$ cat src/design/mmu_pkg.sv
`timescale 1ns / 1ps
`default_nettype none

package mmu_pkg;

  typedef enum logic [1:0] {
    MODE_ARITH,
    MODE_WEIGHT,
    MODE_GEO,
    MODE_HARM
  } mode_t;

  typedef enum logic [1:0] {
    ERR_NONE,
    ERR_ZERO_DIV,
    ERR_GEO_SAMPLE,
    ERR_HARM_SAMPLE
  } err_t;

  typedef enum logic [3:0] {
    S_IDLE,
    S_ACC,
    S_PROD,
    S_WAIT,
    S_FINAL,
    S_FDIV,
    S_EXP,
    S_SHIFT,
    S_OUT
  } back_state_t;

  // one classified request as it travels from front to back
  typedef struct packed {
    logic signed [31:0] value;
    logic signed [31:0] weight;
    logic               last;
    logic               accum;
    err_t               err;
    mode_t              mode;
  } item_t;

  localparam int unsigned STEP_W = 7;
  localparam logic [STEP_W-1:0] RECIP_STEPS = 7'd41;
  localparam logic [STEP_W-1:0] FULL_STEPS  = 7'd64;
  localparam logic [4:0] LOG_STEPS = 5'd16;

  localparam logic signed [63:0] S64_MAX = 64'sh7FFF_FFFF_FFFF_FFFF;
  localparam logic signed [63:0] S64_MIN = 64'sh8000_0000_0000_0000;
  localparam logic signed [31:0] S32_MAX = 32'sh7FFF_FFFF;
  localparam logic signed [31:0] S32_MIN = 32'sh8000_0000;

  function automatic logic signed [63:0] sat_add(input logic signed [63:0] a,
                                                 input logic signed [63:0] b);
    logic signed [64:0] s;
    s = {a[63], a} + {b[63], b};
    if (s[64] != s[63]) begin
      return s[64] ? S64_MIN : S64_MAX;
    end
    return s[63:0];
  endfunction

  function automatic logic [63:0] mag64(input logic signed [63:0] x);
    return x[63] ? (64'd0 - x) : x;
  endfunction

  // quotient magnitude with sign applied, clamped to 32 bits
  function automatic logic signed [31:0] sat32(input logic [63:0] q, input logic neg);
    logic [63:0] nq;
    nq = 64'd0 - q;
    if (!neg) begin
      return (q > 64'h7FFF_FFFF) ? S32_MAX : q[31:0];
    end
    return (q > 64'h8000_0000) ? S32_MIN : nq[31:0];
  endfunction

  // k+1 successive integer square roots starting from 2.0 in Q1.30
  function automatic logic [31:0] exp_root(input int k);
    logic [63:0] root, v, res, bt;
    int j, s;
    root = 64'd1 << 31;
    for (j = 0; j <= k; j++) begin
      v   = root << 30;
      res = 64'd0;
      bt  = 64'd1 << 62;
      for (s = 0; s < 32; s++) begin
        if (bt > v) bt = bt >> 2;
      end
      for (s = 0; s < 32; s++) begin
        if (bt != 64'd0) begin
          if (v >= res + bt) begin
            v   = v - (res + bt);
            res = (res >> 1) + bt;
          end else begin
            res = res >> 1;
          end
          bt = bt >> 2;
        end
      end
      root = res;
    end
    return root[31:0];
  endfunction

  localparam logic [31:0] EXP_ROOT [16] = '{
    exp_root(0),  exp_root(1),  exp_root(2),  exp_root(3),
    exp_root(4),  exp_root(5),  exp_root(6),  exp_root(7),
    exp_root(8),  exp_root(9),  exp_root(10), exp_root(11),
    exp_root(12), exp_root(13), exp_root(14), exp_root(15)
  };

endpackage

`default_nettype wire

$ cat src/design/mmu_fifo.sv
`timescale 1ns / 1ps
`default_nettype none

module mmu_fifo
  import mmu_pkg::*;
(
  input  wire logic  clk,
  input  wire logic  rst,
  input  wire logic  push,
  input  wire item_t push_item,
  output      logic  full,
  input  wire logic  pop,
  output      logic  valid,
  output      item_t head
);

  item_t       mem [2];
  logic        wr_ptr;
  logic        rd_ptr;
  logic [1:0]  fill;
  logic        do_push;
  logic        do_pop;

  always_comb begin
    full    = fill == 2'd2;
    valid   = fill != 2'd0;
    head    = mem[rd_ptr];
    do_push = push && !full;
    do_pop  = pop && valid;
  end

  always_ff @(posedge clk) begin
    if (do_push) begin
      mem[wr_ptr] <= push_item;
    end
  end

  always_ff @(posedge clk) begin
    if (rst) begin
      wr_ptr <= 1'b0;
      rd_ptr <= 1'b0;
      fill   <= '0;
    end else begin
      if (do_push) wr_ptr <= !wr_ptr;
      if (do_pop)  rd_ptr <= !rd_ptr;
      if (do_push && !do_pop) begin
        fill <= fill + 1'b1;
      end else if (do_pop && !do_push) begin
        fill <= fill - 1'b1;
      end
    end
  end

endmodule

`default_nettype wire

$ cat config.mk
export PLATFORM = sky130hd
export DESIGN_NAME = mmu_fifo
export DESIGN_NICKNAME = d
export VERILOG_FILES = /design/src/design/mmu_pkg.sv /design/src/design/mmu_fifo.sv
export SDC_FILE = /design/constraint.sdc
export NUM_CORES = 1
export LEC_CHECK = 0
export BUFFER_PORTS_ARGS = -buffer_cell sky130_fd_sc_hd__buf_2
export CAP_MARGIN = 20
export CORE_MARGIN = 5
export CORE_UTILIZATION = 25
export CTS_CLUSTER_DIAMETER = 150
export DETAILED_ROUTE_END_ITERATION = 7
export GPL_TIMING_DRIVEN = 1
export PLACE_DENSITY = 0.45
export SKIP_CTS_REPAIR_TIMING = 1
export SYNTH_ARGS = -nofsm -noshare
export SYNTH_HDL_FRONTEND = slang
export SYNTH_SLANG_ARGS = --single-unit
$ cat constraint.sdc
create_clock -name clk -period 2.7 [get_ports clk]
set_input_delay 0.405 -clock clk [delete_from_list [all_inputs] [get_ports clk]]
set_output_delay 0.405 -clock clk [all_outputs]
set_load 0.01 [all_outputs]
==> summary.md <==
| Metric | Value |
|---|---|
| Hold EP | mem[1][9] |
| Synthesized Nets | roughly 320 |
| I/O Buffers | 145 |
| IO Count | ~150 |
| CTS tree | done |
| # diodes | 0 |
| Hold Violations, Final | 0 |
| CP Class | flip-flop to output port |
| Drt wl/cell | about 15 µm |
| Syn Std Cell Area | 0.00525 mm² |
| Placer Congestion | between 0.6 and 0.7 |
| DRT Pass-1 Iters | 4 |
| Final wirelength | between 10000 and 15000 µm |
| Leak | approximately 2.5 nW |
| Chip width | roughly 150 µm |
| Crit path launch type | flip-flop |
| ANT nets after route | 0 |
| Clock Path Buffers | 2 |
| Vias in the first global route | 3067 |
| Setup TNS | 0 ps |
| CTS Sinks | approximately 150 |
| Final nets | ~480 |
| Worst-path clk slew | roughly 60 ps |
| Outcome | finished, final reports clean |
| Remaining DRCs | 0 |
| Largest cells by area after synthesis | edfxtp_1 (80%), mux2_2 (15%), dfxtp_1 (1.9%), buf_2 (0.76%), xor2_1 (0.50%) |
| Die Area | between 0.02 and 0.025 mm² |
| Worst Hold Class | input port to flip-flop |
| Post-synthesis sequential area ratio | 0.819 |
| Leading area contributor after synthesis | edfxtp_1 |
| Syn Inst Count | 243 |
| Initial cell density of the core | 0.252 |
| Critical Path Fanout Max | 45 |
| Period Utilization, post-route | 0.851 |
| Fraction of layout cells with a size suffix above 1 | 0.603 |
| Worst EP required | between 2000 and 2500 ps |
| Filler Cell Count | ~2000 |
| Max cap viols | 0 |
| Fin crit period | between 2000 and 2500 ps |
| Skew final | 8.49 ps |
| Slew HR | 0.710 |
| Worst r2r path cells | 4 |
| DR vias | around 2700 |
| Total gr overflow | 0 |
| Share of Yosys cell area claimed by the top area cell type | 0.800 |
| First-pass GRT wire length | between 15000 and 20000 µm |
| CP Data Arrival Time | 1890 ps |
| Setup violations, final | 0 |
| Power Density | between 900 and 1000 mW/mm² |
| Pin count of the biggest net entering global routing | 46 |
| Clock latency on the worst-skew pair | between 400 and 500 ps |
| R2R Setup Slk | about 870 ps |
| R2r startpoint | fill[1] |
| Library cells used by synthesis | 14 |
| Post-synthesis average cell area | approximately 22 µm² |
| Yosys warns | 0 |
| FMAX | between 400 and 500 MHz |
| Final max-slew violation count | 0 |
| Vias/cell | approximately 4 |
| Total track usage | 0.0919 |
| Number of DRC markers in iteration 0 | 65 |
| Clk root buf | clkbuf_16 |
| Worst hold start | push_item[9] |
| CTS Buf Count | 17 |
| Die H | between 150 and 200 µm |
| RSZ-0062 raised after global routing | false |
| Flops & latches, synth | between 100 and 150 |
| CP Capture Type | output port |
| Peak VDD IR | 0.449 mV |
| Worst hold path depth | 1 |
| Final Util | 0.331 |
| Area grow syn2layout | 31.2% |
| Worst Tran Pin Value | about 440 ps |
| Site Rows | 53 |
| Initial antenna violation count | 1 |
| HPWL after detailed placement | between 7000 and 8000 µm |
| H-tree levels | 4 |
| Reg-to-reg endpoint | mem[0][54] |
| CORE AREA | 0.0208 mm² |
cell type report:
| class | instances | area (µm²) | share of cell area |
|---|---|---|---|
| clock inverters | 14 | 100 | 0.0145 |
| repair buffers | 150 | 801 | 0.116 |
| flip-flops and latches | 145 | 4310 | 0.625 |
| well taps | 275 | 344 | 0.0499 |
| inverters | 2 | 8.76 | 0.00127 |
| multi-input cells | 88 | 903 | 0.131 |
| clock buffers | 17 | 425 | 0.0617 |
flip-flops by register name, indices dropped and copies added (netlist names), named ones only:
register / cells
wr_ptr: 1
mem: 140
fill: 2
rd_ptr: 1
routing by layer:
layer | global-route usage | routed length, µm
met5 | 0 | 20
met4 | 0.0378 | 136
met3 | 0.0387 | 690
met2 | 0.147 | 5200
met1 | 0.109 | 4650
metrics by stage:
step	instances	setup WS [ps]	hold slack [ps]	instance area, µm²	power [mW]
floorplan	243	87.3	452	5250	3.90
global placement	660	778	489	6360	4.56
detailed placement	660	751	490	6360	4.57
CTS	691	320	150	6890	6.72
global route	691	280	150	6890	6.92
finish	691	404	179	6890	6.55
cell usage after synthesis:
master	n
edfxtp_1	140
inv_1	2
nor2b_2	1
or2_2	1
and2_1	1
mux2_2	70
or3_1	2
a21oi_1	2
xor2_1	3
ha_1	1
o21ai_0	3
nor2_1	4
dfxtp_1	5
buf_2	8
cells in the final DEF, fill, tap and decap left out:
cell type / n
a21oi_1: 2
inv_1: 1
o21ai_0: 3
bufinv_16: 1
clkbuf_16: 17
nor2b_2: 1
or3_1: 2
dfxtp_1: 4
or2_2: 1
nor2_1: 4
buf_2: 145
edfxtp_1: 140
clkinv_2: 5
buf_4: 2
xor2_1: 3
clkinvlp_4: 3
buf_12: 3
mux2_2: 70
and2_4: 1
clkinv_1: 5
clkinv_4: 1
ha_1: 1
dfxtp_4: 1
where the power goes:
group / leakage, nW / internal (mW) / switching, mW
clock network: 0.252 / 1.24 / 0.858
registers: 1.35 / 2.83 / 0.123
logic: 0.925 / 0.721 / 0.786
total: 2.53 / 4.79 / 1.77
cell families (layout without fill, tap and decap cells):
kind of cell | after synthesis | after routing | share of synthesized area
AOI/OAI and AO/OA | 5 | 5 | 0.00476
xor gates and xnor gates | 3 | 3 | 0.00500
adders and majority gates | 1 | 1 | 0.00238
buffers and inverters | 10 | 183 | 0.00905
DFF | 145 | 145 | 0.819
muxes | 70 | 70 | 0.150
and+or+nand+nor | 9 | 9 | 0.00929
worst max path at each step:
stage	start	slack, ps	to
after CTS	flip-flop	320	head[11]
after global routing	flip-flop	280	head[12]
after floorplan	fill[1]	90	mem[0][0]
final	flip-flop	400	head[12]
after global placement	flip-flop	780	head[11]
after detailed placement	push	750	mem[0][55]
critical path: stages (launching register included):
cell,delay [ps]
dfxtp_4,580
buf_12,290
mux2_2,380
buf_2,140
Power figures use the tool's default switching activity.
