==> src/design/mmu_pkg.sv <==
`timescale 1ns / 1ps
`default_nettype none

package mmu_pkg;

  typedef enum logic [1:0] {
    MODE_ARITH,
    MODE_WEIGHT,
    MODE_GEO,
    MODE_HARM
  } mode_t;

  typedef enum logic [1:0] {
    ERR_NONE,
    ERR_ZERO_DIV,
    ERR_GEO_SAMPLE,
    ERR_HARM_SAMPLE
  } err_t;

  typedef enum logic [3:0] {
    S_IDLE,
    S_ACC,
    S_PROD,
    S_WAIT,
    S_FINAL,
    S_FDIV,
    S_EXP,
    S_SHIFT,
    S_OUT
  } back_state_t;

  // one classified request as it travels from front to back
  typedef struct packed {
    logic signed [31:0] value;
    logic signed [31:0] weight;
    logic               last;
    logic               accum;
    err_t               err;
    mode_t              mode;
  } item_t;

  localparam int unsigned STEP_W = 7;
  localparam logic [STEP_W-1:0] RECIP_STEPS = 7'd41;
  localparam logic [STEP_W-1:0] FULL_STEPS  = 7'd64;
  localparam logic [4:0] LOG_STEPS = 5'd16;

  localparam logic signed [63:0] S64_MAX = 64'sh7FFF_FFFF_FFFF_FFFF;
  localparam logic signed [63:0] S64_MIN = 64'sh8000_0000_0000_0000;
  localparam logic signed [31:0] S32_MAX = 32'sh7FFF_FFFF;
  localparam logic signed [31:0] S32_MIN = 32'sh8000_0000;

  function automatic logic signed [63:0] sat_add(input logic signed [63:0] a,
                                                 input logic signed [63:0] b);
    logic signed [64:0] s;
    s = {a[63], a} + {b[63], b};
    if (s[64] != s[63]) begin
      return s[64] ? S64_MIN : S64_MAX;
    end
    return s[63:0];
  endfunction

  function automatic logic [63:0] mag64(input logic signed [63:0] x);
    return x[63] ? (64'd0 - x) : x;
  endfunction

  // quotient magnitude with sign applied, clamped to 32 bits
  function automatic logic signed [31:0] sat32(input logic [63:0] q, input logic neg);
    logic [63:0] nq;
    nq = 64'd0 - q;
    if (!neg) begin
      return (q > 64'h7FFF_FFFF) ? S32_MAX : q[31:0];
    end
    return (q > 64'h8000_0000) ? S32_MIN : nq[31:0];
  endfunction

  // k+1 successive integer square roots starting from 2.0 in Q1.30
  function automatic logic [31:0] exp_root(input int k);
    logic [63:0] root, v, res, bt;
    int j, s;
    root = 64'd1 << 31;
    for (j = 0; j <= k; j++) begin
      v   = root << 30;
      res = 64'd0;
      bt  = 64'd1 << 62;
      for (s = 0; s < 32; s++) begin
        if (bt > v) bt = bt >> 2;
      end
      for (s = 0; s < 32; s++) begin
        if (bt != 64'd0) begin
          if (v >= res + bt) begin
            v   = v - (res + bt);
            res = (res >> 1) + bt;
          end else begin
            res = res >> 1;
          end
          bt = bt >> 2;
        end
      end
      root = res;
    end
    return root[31:0];
  endfunction

  localparam logic [31:0] EXP_ROOT [16] = '{
    exp_root(0),  exp_root(1),  exp_root(2),  exp_root(3),
    exp_root(4),  exp_root(5),  exp_root(6),  exp_root(7),
    exp_root(8),  exp_root(9),  exp_root(10), exp_root(11),
    exp_root(12), exp_root(13), exp_root(14), exp_root(15)
  };

endpackage

`default_nettype wire

==> src/design/mmu_front.sv <==
`timescale 1ns / 1ps
`default_nettype none

module mmu_front
  import mmu_pkg::*;
#(
  parameter int unsigned MAX_COUNT = 1024
) (
  input  wire logic               clk,
  input  wire logic               rst,
  input  wire logic               cfg_write,
  input  wire logic [1:0]         cfg_data,
  input  wire logic               sample_valid,
  output      logic               sample_stall,
  input  wire logic signed [31:0] sample_value,
  input  wire logic signed [31:0] sample_weight,
  input  wire logic               last_sample,
  input  wire logic               q_full,
  output      logic               q_push,
  output      item_t              q_item
);

  localparam int unsigned CW = $clog2(MAX_COUNT + 1);
  localparam logic [CW-1:0] CNT_MAX = CW'(MAX_COUNT);

  mode_t         mode;
  logic [CW-1:0] cnt;
  logic          accum;

  always_ff @(posedge clk) begin
    if (rst) begin
      mode <= MODE_ARITH;
    end else if (cfg_write) begin
      mode <= mode_t'(cfg_data);
    end
  end

  always_comb begin
    sample_stall = q_full;
    q_push       = sample_valid && !q_full;
    accum        = cnt < CNT_MAX;
    q_item.value  = sample_value;
    q_item.weight = sample_weight;
    q_item.last   = last_sample;
    q_item.accum  = accum;
    q_item.mode   = mode;
    q_item.err    = ERR_NONE;
    // samples past the run limit are not checked
    if (accum && mode == MODE_GEO && sample_value <= 32'sd0) begin
      q_item.err = ERR_GEO_SAMPLE;
    end else if (accum && mode == MODE_HARM && sample_value == 32'sd0) begin
      q_item.err = ERR_HARM_SAMPLE;
    end
  end

  always_ff @(posedge clk) begin
    if (rst) begin
      cnt <= '0;
    end else if (q_push) begin
      if (last_sample) begin
        cnt <= '0;
      end else if (accum) begin
        cnt <= cnt + 1'b1;
      end
    end
  end

endmodule

`default_nettype wire

==> config.mk <==
export PLATFORM = sky130hd
export DESIGN_NAME = mmu_front
export DESIGN_NICKNAME = d
export VERILOG_FILES = /design/src/design/mmu_pkg.sv /design/src/design/mmu_front.sv
export SDC_FILE = /design/constraint.sdc
export NUM_CORES = 1
export LEC_CHECK = 0
export BUFFER_PORTS_ARGS = -buffer_cell sky130_fd_sc_hd__buf_2
export CORE_MARGIN = 2
export CORE_UTILIZATION = 34
export CTS_CLUSTER_DIAMETER = 200
export DETAILED_ROUTE_END_ITERATION = 7
export PLACE_DENSITY = 0.82
export SLEW_MARGIN = 0
export SYNTH_ARGS = -nofsm -noshare
export SYNTH_HDL_FRONTEND = slang
export SYNTH_SLANG_ARGS = --single-unit
==> constraint.sdc <==
create_clock -name clk -period 1.4 [get_ports clk]
set_input_delay 0.14 -clock clk [delete_from_list [all_inputs] [get_ports clk]]
set_output_delay 0.14 -clock clk [all_outputs]
set_load 0.01 [all_outputs]
==> results.py <==
metrics = {
    "placement": {
        "dp_cells": 206,
        "gp_congestion": 0.787,
        "dp_hpwl_mm": 2.24,
        "io_buffer_count": 79,
    },
    "pwr": {
        "p_int_uw": 580,
        "combPwrFrac_pct": 25.0,
        "power.total_uw": 814,
        "pwr-share-seq_pct": 46.6,
        "ir_drop_mv": 0.415,
        "leakagePower_uw": 0.000578,
        "powerDensity_nw_per_um2": 662,
        "p_clk_share_pct": 28.4,
        "p_switching_uw": 234,
        "p_sw_share_pct": 28.7,
    },
    "clocking": {
        "post_cts_resize_count": 0,
        "htreeDepth": 1,
        "clkLatencyLatePin_ns": 0.28,
        "clock_sinks": 13,
        "numCtsBuffers": 3,
        "root_buffer": "clkbuf_4",
        "post-cts-setup-buffer-count": 0,
        "cts_buffer_depth": 2,
        "clk_pin_slew_worst_paths_ns": 0.08,
        "cts_tree": "done",
        "holdBufCountCts": 0,
    },
    "grt": {
        "grt_max_degree": 11,
        "gr-total-overflow": 0,
        "grt_usage_pct": 11.7,
        "grt_pass1_vias": 864,
        "antenna_found_initial": 0,
        "grt_pass1_wl_mm": 3.81,
    },
    "run_status": {
        "status": "finished clean",
    },
    "sta": {
        "min_period_ns": 1.33,
        "fin_worst_skew_ns": 0.00311,
        "tightest_slew_ns": 0.302,
        "min_period_over_period_pct": 94.7,
        "hold_viol_final": 0,
        "fmax_mhz": 755,
        "setup_violations": 0,
        "slew_headroom_pct": 79.7,
        "drv_slew": 0,
    },
    "synth": {
        "ys_ff_latch": 13,
        "synth_top_cell_area_share_pct": 40.8,
        "syn_area_um2": 1230,
        "yosysTopAreaCell": "buf_4",
        "synth-edff-count": 0,
        "yosysWarnings": 0,
        "yosysMostFrequentCell": "buf_4",
        "synth_cell_types": 31,
        "async_flop_share_pct": 0,
        "synth_common_cells": "buf_4, dfxtp_1, nor2_1, nor4_1, nand4_1",
        "syn-num-nets": 222,
        "synth_area_leaders": "buf_4, dfxtp_1, nor4_1",
        "synthCells": 149,
        "synth-main-ff-cell": "dfxtp_1",
        "yosysSeqAreaShare_pct": 21.1,
        "synth_area_per_cell_um2": 8.28,
    },
    "final_layout": {
        "antennaDiodeCount": 0,
        "fin_util_pct": 36.0,
        "nets": 238,
        "layout-drive-gt1-share_pct": 61.6,
        "fillers": 373,
        "final_cell_count_no_fill": 210,
        "syn_to_final_growth_pct": -0.203,
    },
    "detailed_routing": {
        "drtIter0Drc": 9,
        "wire_per_inst_um": 12.8,
        "num_vias": 976,
        "finalWirelength_mm": 2.69,
        "via_per_inst": 4.65,
        "firstDrtPassIters": 2,
        "ant_nets": 0,
        "drc": 0,
    },
    "critical_path": {
        "cp-end-kind": "flip-flop",
        "critPathMaxFanout": 4,
        "timing.rr.start": "cnt[0]",
        "r2r_cells": 5,
        "cp-start-kind": "flip-flop",
        "cp.arrival_ns": 1.53,
        "r2r_slack_ns": 0.07,
        "cp.required_ns": 1.61,
        "crit_type": "flip-flop to flip-flop",
        "rr_endpoint": "cnt[8]",
    },
    "floorplanning": {
        "fp.dieH_um": 64.2,
        "core-area_um2": 3420,
        "placementRows": 21,
        "die_w_um": 64.2,
        "start_util_pct": 36.1,
        "pin_count": 144,
        "dieArea_um2": 4130,
    },
    "min_path": {
        "hold_path_depth": 2,
        "worstHoldStart": "rst",
        "min_to": "cnt[1]",
        "hp-class": "input pin to flip-flop",
    },
    "run": {
        "maxCapViolCount": 0,
    },
}
## cells in the final DEF (no fill, tap or decap), types with 2 or more instances in the layout
master    count
and3_1        3
nand4_1       5
nand2_1       3
nor4_2        4
nand3_1       2
nand2b_4      2
a21oi_1       4
mux2i_1       2
dfxtp_2       3
inv_1         2
dfxtp_1      10
buf_2        79
nor2_1       11
xor2_1        3
nor2b_1       2
xnor2_1       3
clkbuf_4      3
nor4_1        6
## power groups by stage
stage / clock network, uW / registers (uW) / logic, uW
2_1_floorplan: 0 / 388 / 233
3_3_place_gp: 0 / 388 / 197
3_5_place_dp: 0 / 388 / 199
4_1_cts: 242 / 380 / 200
5_1_grt: 255 / 381 / 221
6_report: 231 / 380 / 204
## metrics by stage
stage / hold WS (ns) / area, um^2 / TNS (ns) / worst slack (ns)
3_3_place_gp: 0.280 / 1170 / 0 / 0.0885
3_5_place_dp: 0.280 / 1170 / 0 / 0.0394
2_1_floorplan: 0.212 / 1230 / 0 / 0.137
6_report: 0.101 / 1230 / 0 / 0.0748
5_1_grt: 0.110 / 1230 / -0.0444 / -0.0391
4_1_cts: 0.0994 / 1200 / 0 / 0.0167
## flip-flops by register name, summed over array words and instances, names as in the netlist
register and count:
cnt 11, mode 2
## cells by family after synthesis
family | count (synthesis) | share of synthesized area, %
buf+inv | 71 | 43.0
simple gates | 47 | 24.3
flops | 13 | 21.1
compound gates | 9 | 4.67
xor+xnor | 6 | 4.26
mux | 2 | 1.62
fa+ha+maj | 1 | 1.01
## worst max-delay path: stages, from the launching register on
cell and delay, ns:
dfxtp_2 0.36, ha_1 0.17, and2_4 0.17, nand3_2 0.08
or3_1 0.34, a21oi_1 0.15
## area by class of cell
type                            count  area [um^2]  share of cell area (%)
Multi-Input combinational cell     65          472                    38.3
Timing Repair Buffer               79          395                    32.1
Sequential cell                    13          264                    21.4
Tap cell                           46         57.6                    4.67
Clock buffer                        4         26.3                    2.13
Inverter                            3         16.3                    1.32
## metal layers
layer / global-route usage [%] / vias to the layer above / wire length [um] / part of all wire, %
met2: 20.1 / 65 / 1370 / 51
met1: 13.1 / 439 / 1040 / 39
met4: 2.39 / 0 / 12 / 0.45
met5: 0 / - / 0 / 0
li1: - / 470 / - / -
met3: 5.81 / 2 / 267 / 9.9
## worst max-delay path by stage
stage,start,to,cells after the start
floorplan,cnt[0],cnt[8],5
global placement,sample_value[17],q_item[2],6
detailed placement,cnt[0],cnt[8],5
CTS,cnt[0],cnt[8],5
global route,sample_value[17],q_item[2],6
finish,cnt[0],cnt[8],5
Note: power is estimated with default switching activity, not from simulation.
